===== src/sv/ntd_pkg.sv =====
// package: symbol codes, character constants and the symbol decode function for the nibble decoder
package ntd_pkg;

  localparam int unsigned COUNT_WIDTH_DEF = 13;
  localparam int unsigned NUM_CANDS       = 6;
  localparam int unsigned CAND_IDX_W      = $clog2(NUM_CANDS);

  typedef logic [CAND_IDX_W-1:0] cand_idx_t;

  // symbol codes
  localparam logic [3:0] CODE_PERIOD  = 4'b1010;
  localparam logic [3:0] CODE_SPACE   = 4'b1011;
  localparam logic [3:0] CODE_TAB     = 4'b1100;
  localparam logic [3:0] CODE_NEWLINE = 4'b1101;
  localparam logic [3:0] CODE_COMMA   = 4'b1110;
  localparam logic [3:0] CODE_END     = 4'b1111;
  localparam logic [3:0] CODE_LAST_DIGIT = 4'd9;

  // characters
  localparam logic [7:0] CHR_ZERO    = 8'h30;
  localparam logic [7:0] CHR_PERIOD  = 8'h2E;
  localparam logic [7:0] CHR_SPACE   = 8'h20;
  localparam logic [7:0] CHR_TAB     = 8'h09;
  localparam logic [7:0] CHR_NEWLINE = 8'h0A;
  localparam logic [7:0] CHR_COMMA   = 8'h2C;
  localparam logic [7:0] CHR_DQUOTE  = 8'h22;
  localparam logic [7:0] CHR_SQUOTE  = 8'h27;
  localparam logic [7:0] CHR_NONE    = 8'h00;

  // delimiter candidates in priority order
  localparam logic [7:0] CAND_CHARS [NUM_CANDS] = '{8'h2C, 8'h3B, 8'h09, 8'h7C, 8'h5E, 8'h7E};

  // register map
  localparam logic REG_TABLE_MODE = 1'b0;

  typedef struct packed {
    logic [7:0] chr;
    logic       valid;
    logic       ended;
    logic       last;
  } ntd_result_t;

  function automatic logic [7:0] sym_char(logic [3:0] code, logic tbl, logic [7:0] delim);
    logic [7:0] chr;
    chr = CHR_NONE;
    if (code <= CODE_LAST_DIGIT) begin
      chr = CHR_ZERO + {4'd0, code};
    end else begin
      case (code)
        CODE_PERIOD:  chr = CHR_PERIOD;
        CODE_SPACE:   chr = CHR_SPACE;
        CODE_TAB:     chr = CHR_TAB;
        CODE_NEWLINE: chr = CHR_NEWLINE;
        CODE_COMMA:   chr = tbl ? delim : CHR_COMMA;
        default:      chr = CHR_NONE;
      endcase
    end
    return chr;
  endfunction

endpackage


===== src/sv/nibble_text_decoder_with_delimiter.sv =====
// top level: packed-nibble text decoder with header delimiter detection
//
// Input stream (s_axis_*): one byte per word. Output stream (m_axis_*): one
// character per word, tuser flags a real character (bit 0) or the end marker
// (bit 1), tlast marks the final word caused by an input byte.
// APB port: register 0 (address 0) bit 0 is table_mode; write it only while idle.
// In table mode the first line is passed through one word per byte and the
// delimiter candidates are counted; from the newline on, nibble code 14 gives
// the most frequent candidate. Without table mode every byte gives two symbols.
// Code 15 gives an end-marker word, and every later byte is taken and dropped
// until reset.
// The first output word of an accepted byte is registered and shows in the
// cycle after. A byte is decoded in one pass into a two-slot result register,
// so a body byte gives up to two output words and a header byte one; a new byte
// is taken in the cycle its last result leaves, not before. A stalled receiver
// holds the slots and back-pressures the input.
// Reset empties the slots, clears the counts and quote state and selects comma.
module nibble_text_decoder_with_delimiter #(
  parameter int unsigned CountWidth = ntd_pkg::COUNT_WIDTH_DEF
) (
  input  logic        clk_i,
  input  logic        rst_ni,
  input  logic        s_axis_tvalid,
  output logic        s_axis_tready,
  input  logic [7:0]  s_axis_tdata,   // [7:0] data_byte
  output logic        m_axis_tvalid,
  input  logic        m_axis_tready,
  output logic [7:0]  m_axis_tdata,   // [7:0] out_char
  output logic [1:0]  m_axis_tuser,   // [0] char_valid, [1] ended
  output logic        m_axis_tlast,   // last_of_run
  input  logic        psel,
  input  logic        penable,
  input  logic        pwrite,
  input  logic [2:0]  paddr,
  input  logic [31:0] pwdata,
  output logic [31:0] prdata,
  output logic        pready
);
  import ntd_pkg::*;

  logic                  table_mode_q;
  logic                  in_header_q, in_header_d;
  logic                  quote_q, quote_d;
  logic                  stopped_q, stopped_d;
  logic [CountWidth-1:0] cnt_q [NUM_CANDS];
  logic [CountWidth-1:0] best_q, best_d;
  cand_idx_t             lead_q, lead_d;
  ntd_result_t           slot0_q, slot1_q, res0, res1;
  logic [1:0]            fill_q, fill_d, n_res;

  logic       acc, pop, hdr, hit;
  logic [7:0] byte_in, delim;
  logic [3:0] hi, lo;
  cand_idx_t  hit_idx;
  logic [CountWidth-1:0] hit_new;

  // apb
  assign pready = 1'b1;
  assign prdata = (paddr[2] == REG_TABLE_MODE) ? {31'd0, table_mode_q} : 32'd0;

  always_ff @(posedge clk_i or negedge rst_ni) begin
    if (!rst_ni) begin
      table_mode_q <= 1'b0;
    end else if (psel && penable && pwrite && pready && paddr[2] == REG_TABLE_MODE) begin
      table_mode_q <= pwdata[0];
    end
  end

  // handshakes
  assign m_axis_tvalid = (fill_q != 2'd0);
  assign pop           = m_axis_tvalid && m_axis_tready;
  assign s_axis_tready = (fill_q == 2'd0) || (fill_q == 2'd1 && m_axis_tready);
  assign acc           = s_axis_tvalid && s_axis_tready;

  assign byte_in = s_axis_tdata;
  assign hi      = byte_in[7:4];
  assign lo      = byte_in[3:0];
  assign hdr     = table_mode_q && in_header_q;
  assign delim   = CAND_CHARS[lead_q];

  // candidate match; saturated counters stay put
  always_comb begin
    hit     = 1'b0;
    hit_idx = '0;
    for (int j = 0; j < NUM_CANDS; j++) begin
      if (byte_in == CAND_CHARS[j] && !(&cnt_q[j])) begin
        hit     = 1'b1;
        hit_idx = cand_idx_t'(j);
      end
    end
    hit_new = cnt_q[hit_idx] + 1'b1;
  end

  // decode one byte into up to two results and the next control state
  always_comb begin
    res0        = '0;
    res1        = '0;
    n_res       = 2'd0;
    in_header_d = in_header_q;
    quote_d     = quote_q;
    stopped_d   = stopped_q;
    best_d      = best_q;
    lead_d      = lead_q;
    if (!stopped_q) begin
      if (hdr) begin
        res0  = '{chr: byte_in, valid: 1'b1, ended: 1'b0, last: 1'b1};
        n_res = 2'd1;
        if (byte_in == CHR_NEWLINE) begin
          in_header_d = 1'b0;
        end else if (byte_in == CHR_DQUOTE || byte_in == CHR_SQUOTE) begin
          quote_d = !quote_q;
        end else if (!quote_q && hit) begin
          // running leader: strictly greater wins, a tie goes to the earlier candidate
          if (hit_new > best_q || (hit_new == best_q && hit_idx < lead_q)) begin
            best_d = hit_new;
            lead_d = hit_idx;
          end
        end
      end else if (hi == CODE_END) begin
        res0      = '{chr: CHR_NONE, valid: 1'b0, ended: 1'b1, last: 1'b1};
        n_res     = 2'd1;
        stopped_d = 1'b1;
      end else begin
        res0  = '{chr: sym_char(hi, table_mode_q, delim), valid: 1'b1, ended: 1'b0,
                  last: 1'b0};
        n_res = 2'd2;
        if (lo == CODE_END) begin
          res1      = '{chr: CHR_NONE, valid: 1'b0, ended: 1'b1, last: 1'b1};
          stopped_d = 1'b1;
        end else begin
          res1 = '{chr: sym_char(lo, table_mode_q, delim), valid: 1'b1, ended: 1'b0,
                   last: 1'b1};
        end
      end
    end
  end

  always_comb begin
    fill_d = fill_q;
    if (acc) begin
      fill_d = n_res;
    end else if (pop) begin
      fill_d = fill_q - 2'd1;
    end
  end

  always_ff @(posedge clk_i or negedge rst_ni) begin
    if (!rst_ni) begin
      fill_q      <= 2'd0;
      in_header_q <= 1'b1;
      quote_q     <= 1'b0;
      stopped_q   <= 1'b0;
      best_q      <= '0;
      lead_q      <= '0;
      for (int j = 0; j < NUM_CANDS; j++) begin
        cnt_q[j] <= '0;
      end
    end else begin
      fill_q <= fill_d;
      if (acc) begin
        in_header_q <= in_header_d;
        quote_q     <= quote_d;
        stopped_q   <= stopped_d;
        best_q      <= best_d;
        lead_q      <= lead_d;
        if (!stopped_q && hdr && byte_in != CHR_NEWLINE && !quote_q && hit) begin
          cnt_q[hit_idx] <= hit_new;
        end
      end
    end
  end

  // result slots, slot 0 drives the output
  always_ff @(posedge clk_i) begin
    if (acc) begin
      slot0_q <= res0;
      slot1_q <= res1;
    end else if (pop) begin
      slot0_q <= slot1_q;
    end
  end

  assign m_axis_tdata = slot0_q.chr;
  assign m_axis_tuser = {slot0_q.ended, slot0_q.valid};
  assign m_axis_tlast = slot0_q.last;

  // checks
  a_stopped_silent: assert property (@(posedge clk_i) disable iff (!rst_ni)
    acc && stopped_q |=> fill_q == 2'd0)
    else $error("byte after end marker produced output");

  a_run_continues: assert property (@(posedge clk_i) disable iff (!rst_ni)
    pop && !m_axis_tlast |=> m_axis_tvalid && $stable(lead_q))
    else $error("second result of a byte missing");

  a_end_is_last: assert property (@(posedge clk_i) disable iff (!rst_ni)
    m_axis_tvalid && m_axis_tuser[1] |-> m_axis_tlast && !m_axis_tuser[0])
    else $error("end marker not last of its run");

  a_header_one_word: assert property (@(posedge clk_i) disable iff (!rst_ni)
    acc && !stopped_q && hdr |=> fill_q == 2'd1 && m_axis_tuser[0])
    else $error("header byte did not give one character");

  a_leader_count: assert property (@(posedge clk_i) disable iff (!rst_ni)
    best_q == cnt_q[lead_q])
    else $error("delimiter leader out of step with its counter");

endmodule


===== config.mk =====
export PLATFORM = sky130hd
export DESIGN_NAME = nibble_text_decoder_with_delimiter
export DESIGN_NICKNAME = d
export VERILOG_FILES = /design/src/sv/ntd_pkg.sv /design/src/sv/nibble_text_decoder_with_delimiter.sv
export SDC_FILE = /design/constraint.sdc
export NUM_CORES = 1
export LEC_CHECK = 0
export ABC_AREA = 1
export BUFFER_PORTS_ARGS = -buffer_cell sky130_fd_sc_hd__buf_2
export CAP_MARGIN = 10
export CORE_ASPECT_RATIO = 1.4
export CORE_MARGIN = 10
export CORE_UTILIZATION = 30
export DETAILED_ROUTE_END_ITERATION = 8
export SYNTH_ARGS = -nofsm -noshare
export SYNTH_HDL_FRONTEND = slang
export SYNTH_SLANG_ARGS = --single-unit

===== constraint.sdc =====
create_clock -name clk_i -period 5.2 [get_ports clk_i]
set_input_delay 0.78 -clock clk_i [delete_from_list [all_inputs] [get_ports clk_i]]
set_output_delay 0.78 -clock clk_i [all_outputs]
set_load 0.05 [all_outputs]

==> out/metrics.json <==
{
  "drt-wirelength-per-cell": {"value": 14.4, "unit": "um"},
  "dpl_cell_area": {"value": 7830, "unit": "um^2"},
  "die_area": {"value": 31400, "unit": "um^2"},
  "arr_time_crit_path": {"value": 4.92, "unit": "ns"},
  "synth_top_cells_by_area": {"value": "sky130_fd_sc_hd__dfrtp_1 33%, sky130_fd_sc_hd__nand2_1 14%, sky130_fd_sc_hd__edfxtp_1 8.5%"},
  "setup.worst_path.start": {"value": "s_axis_tdata[3]"},
  "tritoncts": {"value": "done"},
  "syn-mean-instance-area": {"value": 7.78, "unit": "um^2"},
  "finalHoldWorstSlack": {"value": 0.479, "unit": "ns"},
  "grt_first_pass_wirelength": {"value": 31.0, "unit": "mm"},
  "cts_max_level": {"value": 4},
  "postRouteAntennaNets": {"value": 0},
  "gr-usage-all-layers": {"value": 0.122},
  "cellPowerDensity": {"value": 314, "unit": "nW/um^2"},
  "outcome": {"value": "finished clean"},
  "syn_area": {"value": 7400, "unit": "um^2"},
  "ys_seq_elements": {"value": 121},
  "internal_power": {"value": 1.84, "unit": "mW"},
  "power.share.sequential": {"value": 0.402},
  "fin_nets": {"value": 1065},
  "synthDominantAreaCellType": {"value": "sky130_fd_sc_hd__dfrtp_1"},
  "placement.setup.worst_slack": {"value": 0.193, "unit": "ns"},
  "synth-main-ff-cell": {"value": "sky130_fd_sc_hd__dfrtp_1"},
  "final_hold_viol_count": {"value": 0},
  "instances_no_fill": {"value": 1322},
  "postCtsSetupRepairBufs": {"value": 0},
  "worst_min_delay_path_startpoint": {"value": "in_header_q$_DFFE_PN1P_"},
  "number_of_global_route_vias_before_repair": {"value": 6140},
  "drt_pre_antenna_iters": {"value": 5},
  "worst_r2r_startpoint": {"value": "cnt_q[37]$_DFFE_PN0P_"},
  "leakage": {"value": 4.16, "unit": "nW"},
  "power.share.clock": {"value": 0.429},
  "cell_variety_after_synth": {"value": 51},
  "ys_warn_count": {"value": 0},
  "max_stage_delay": {"value": 0.31, "unit": "ns"},
  "final_design_area_no_fill": {"value": 8400, "unit": "um^2"},
  "clk_pin_slew": {"value": 0.05, "unit": "ns"},
  "critPathMostFrequentCell": {"value": "sky130_fd_sc_hd__nand2_1"},
  "drive_gt1_frac": {"value": 0.153},
  "critPathLaunchType": {"value": "input pin"},
  "num_antenna_cells": {"value": 0},
  "min_path_type": {"value": "reg -> reg"},
  "synth_sequential_area_ratio": {"value": 0.423},
  "worst_slack": {"value": 0.618, "unit": "ns"},
  "crit_path_max_fanout": {"value": 16},
  "detailedPlacementHpwl": {"value": 14.9, "unit": "mm"},
  "area_fraction_of_the_dominant_cell_type_after_synthesis": {"value": 0.335},
  "slew_violations": {"value": 0},
  "top_level_ports": {"value": 96},
  "post-layout-total-power": {"value": 2.64, "unit": "mW"},
  "flow.area_growth_from_synthesis": {"value": 13.4, "unit": "%"},
  "die-height": {"value": 206, "unit": "um"},
  "numPortBuffers": {"value": 30},
  "dpl.cell_count": {"value": 1290},
  "drc": {"value": 0},
  "setup_viol": {"value": 0},
  "tritoncts_num_sinks": {"value": 121},
  "initial_antenna_violation_count": {"value": 0},
  "worst_ir_drop_vdd": {"value": 0.286, "unit": "mV"},
  "fillCellCount": {"value": 2628},
  "worst_margin_pin_slew": {"value": 0.913, "unit": "ns"},
  "fin_skew": {"value": 0.00751, "unit": "ns"},
  "routed_wirelength": {"value": 19.1, "unit": "mm"},
  "routabilityCongestion": {"value": 0.901},
  "timing.final.crit_period": {"value": 4.58, "unit": "ns"},
  "power.share.combinational": {"value": 0.169},
  "vias_post_dr": {"value": 6240},
  "cap_viol_max_count": {"value": 0},
  "endpoint_kind": {"value": "flip-flop"},
  "postCtsResizedCells": {"value": 0},
  "initial_utilization": {"value": 0.302},
  "worst_path_max_delay_cell": {"value": "sky130_fd_sc_hd__ha_1"},
  "max_slew_margin": {"value": 0.391},
  "setup_repair_after_global_routing_missed_its_margin": {"value": "no"},
  "grt.overflow.total": {"value": 0},
  "worstSetupPathType": {"value": "in -> reg"},
  "cp.required": {"value": 5.54, "unit": "ns"},
  "clkLatencyLatePin": {"value": 0.42, "unit": "ns"},
  "holdBufCountCts": {"value": 0},
  "chipWidth": {"value": 153, "unit": "um"},
  "drt-vias-per-instance": {"value": 4.72},
  "core.rowCount": {"value": 68},
  "core": {"value": 24500, "unit": "um^2"},
  "syn_inst": {"value": 952},
  "finalCritPeriodShare": {"value": 0.881},
  "fmax": {"value": 0.218, "unit": "GHz"},
  "tritoncts.num_buffers": {"value": 17},
  "clk_root_buffer_cell": {"value": "sky130_fd_sc_hd__clkbuf_16"},
  "post-route-util": {"value": 0.343},
  "share_of_async_settable_or_async_resettable_flops_after_synthesis": {"value": 0.826},
  "cts.path.max_buffers": {"value": 2},
  "setup_total_negative_slack": {"value": 0, "unit": "ns"},
  "maximum_number_of_pins_on_one_net_before_global_route_repair": {"value": 70},
  "drt_iter0_drc": {"value": 427},
  "synth_enable_flop_cells": {"value": 21},
  "power.switching_fraction": {"value": 0.301},
  "total_switching_power": {"value": 796, "unit": "uW"}
}
## layout by cell type, fill, tap and decap left out, types with 21 or more instances in the layout
master and n:
sky130_fd_sc_hd__nand2_1 274, sky130_fd_sc_hd__dfrtp_1 99, sky130_fd_sc_hd__nand3_1 71, sky130_fd_sc_hd__ha_1 21, sky130_fd_sc_hd__inv_1 117, sky130_fd_sc_hd__o21ai_0 51
sky130_fd_sc_hd__buf_2 29, sky130_fd_sc_hd__edfxtp_1 21, sky130_fd_sc_hd__conb_1 32, sky130_fd_sc_hd__nor2_1 63
## kinds of logic (layout without fill, tap and decap cells)
| group | after synthesis | in the layout | share of synthesized area |
|---|---|---|---|
| xor gates and xnor gates | 2 | 2 | 0.00237 |
| DFF | 121 | 121 | 0.423 |
| and+or+nand+nor | 508 | 508 | 0.330 |
| adders and majority gates | 21 | 21 | 0.0355 |
| AOI/OAI and AO/OA | 125 | 125 | 0.100 |
| other | 2 | 32 | 0.00101 |
| buffers and inverters | 173 | 198 | 0.108 |
## worst paths after layout
kind | to | slack (ns) | cells past startpoint
worst max-delay path | lead_q[1]$_DFFE_PN0P_ | 0.62 | 30
worst min-delay path | in_header_q$_DFFE_PN1P_ | 0.48 | 1
worst max register to register | lead_q[1]$_DFFE_PN0P_ | 0.87 | 27
worst min register to register | in_header_q$_DFFE_PN1P_ | 0.48 | 1
max in group asynchronous | best_q[5]$_DFFE_PN0P_ | 3.73 | 2
min in group asynchronous | cnt_q[22]$_DFFE_PN0P_ | 0.49 | 1
## state kept, by name, indices dropped and copies added (netlist names)
register,count
cnt_q,78
best_q,13
slot1_q,10
m_axis_tdata,8
lead_q,3
fill_q,2
m_axis_tuser,2
in_header_q,1
m_axis_tlast,1
quote_q,1
stopped_q,1
table_mode_q,1
## area by class of cell
cell class                      count  area (um^2)  share of cell area
Timing Repair Buffer               45          265              0.0316
Multi-Input combinational cell    688         3580               0.426
Sequential cell                   121         3130               0.373
Tap cell                          315          394              0.0469
Clock buffer                       24          502              0.0597
Inverter                          121          454              0.0541
Clock inverter                      8         67.6             0.00805
## worst max-delay path: cells and delay by family
| family | cells | cell delay (ns) |
|---|---|---|
| AO/OA/AOI/OAI | 4 | 0.57 |
| adder cells (fa/ha/maj) | 2 | 0.50 |
| buffers and inverters | 6 | 0.82 |
| AND/OR/NAND/NOR | 18 | 2.24 |
## metal layers
metal,vias up,part of all wire,global-route usage
met3,40,0.055,0.0308
met1,2910,0.40,0.130
met4,0,0.031,0.0580
met2,169,0.52,0.221
met5,-,0,0
li1,3121,-,-
## synthesized netlist by cell type, types with 7 or more instances
library cell               count
sky130_fd_sc_hd__o21ai_1      16
sky130_fd_sc_hd__nand4_1      15
sky130_fd_sc_hd__a21oi_1      17
sky130_fd_sc_hd__buf_4        33
sky130_fd_sc_hd__dfrtp_1      99
sky130_fd_sc_hd__or2_2        11
sky130_fd_sc_hd__buf_2        10
sky130_fd_sc_hd__o21ai_2       8
sky130_fd_sc_hd__nand2_2      13
sky130_fd_sc_hd__nand3_2       8
sky130_fd_sc_hd__nor2_2       15
sky130_fd_sc_hd__o21ai_0      51
sky130_fd_sc_hd__inv_1       117
sky130_fd_sc_hd__nand3_1      71
sky130_fd_sc_hd__nor2_1       63
sky130_fd_sc_hd__clkbuf_1      7
sky130_fd_sc_hd__nand2_1     274
sky130_fd_sc_hd__ha_1         21
sky130_fd_sc_hd__edfxtp_1     21
sky130_fd_sc_hd__o22ai_1      11
## power by group through the flow
stage	logic (mW)	registers (mW)	clock network, mW
final	0.446	1.06	1.13
after global routing	0.489	1.07	1.19
after CTS	0.453	1.06	1.16
after detailed placement	0.452	1.08	0
after global placement	0.449	1.08	0
after floorplan	0.239	1.20	0
Note: power is estimated with default switching activity, not from simulation.
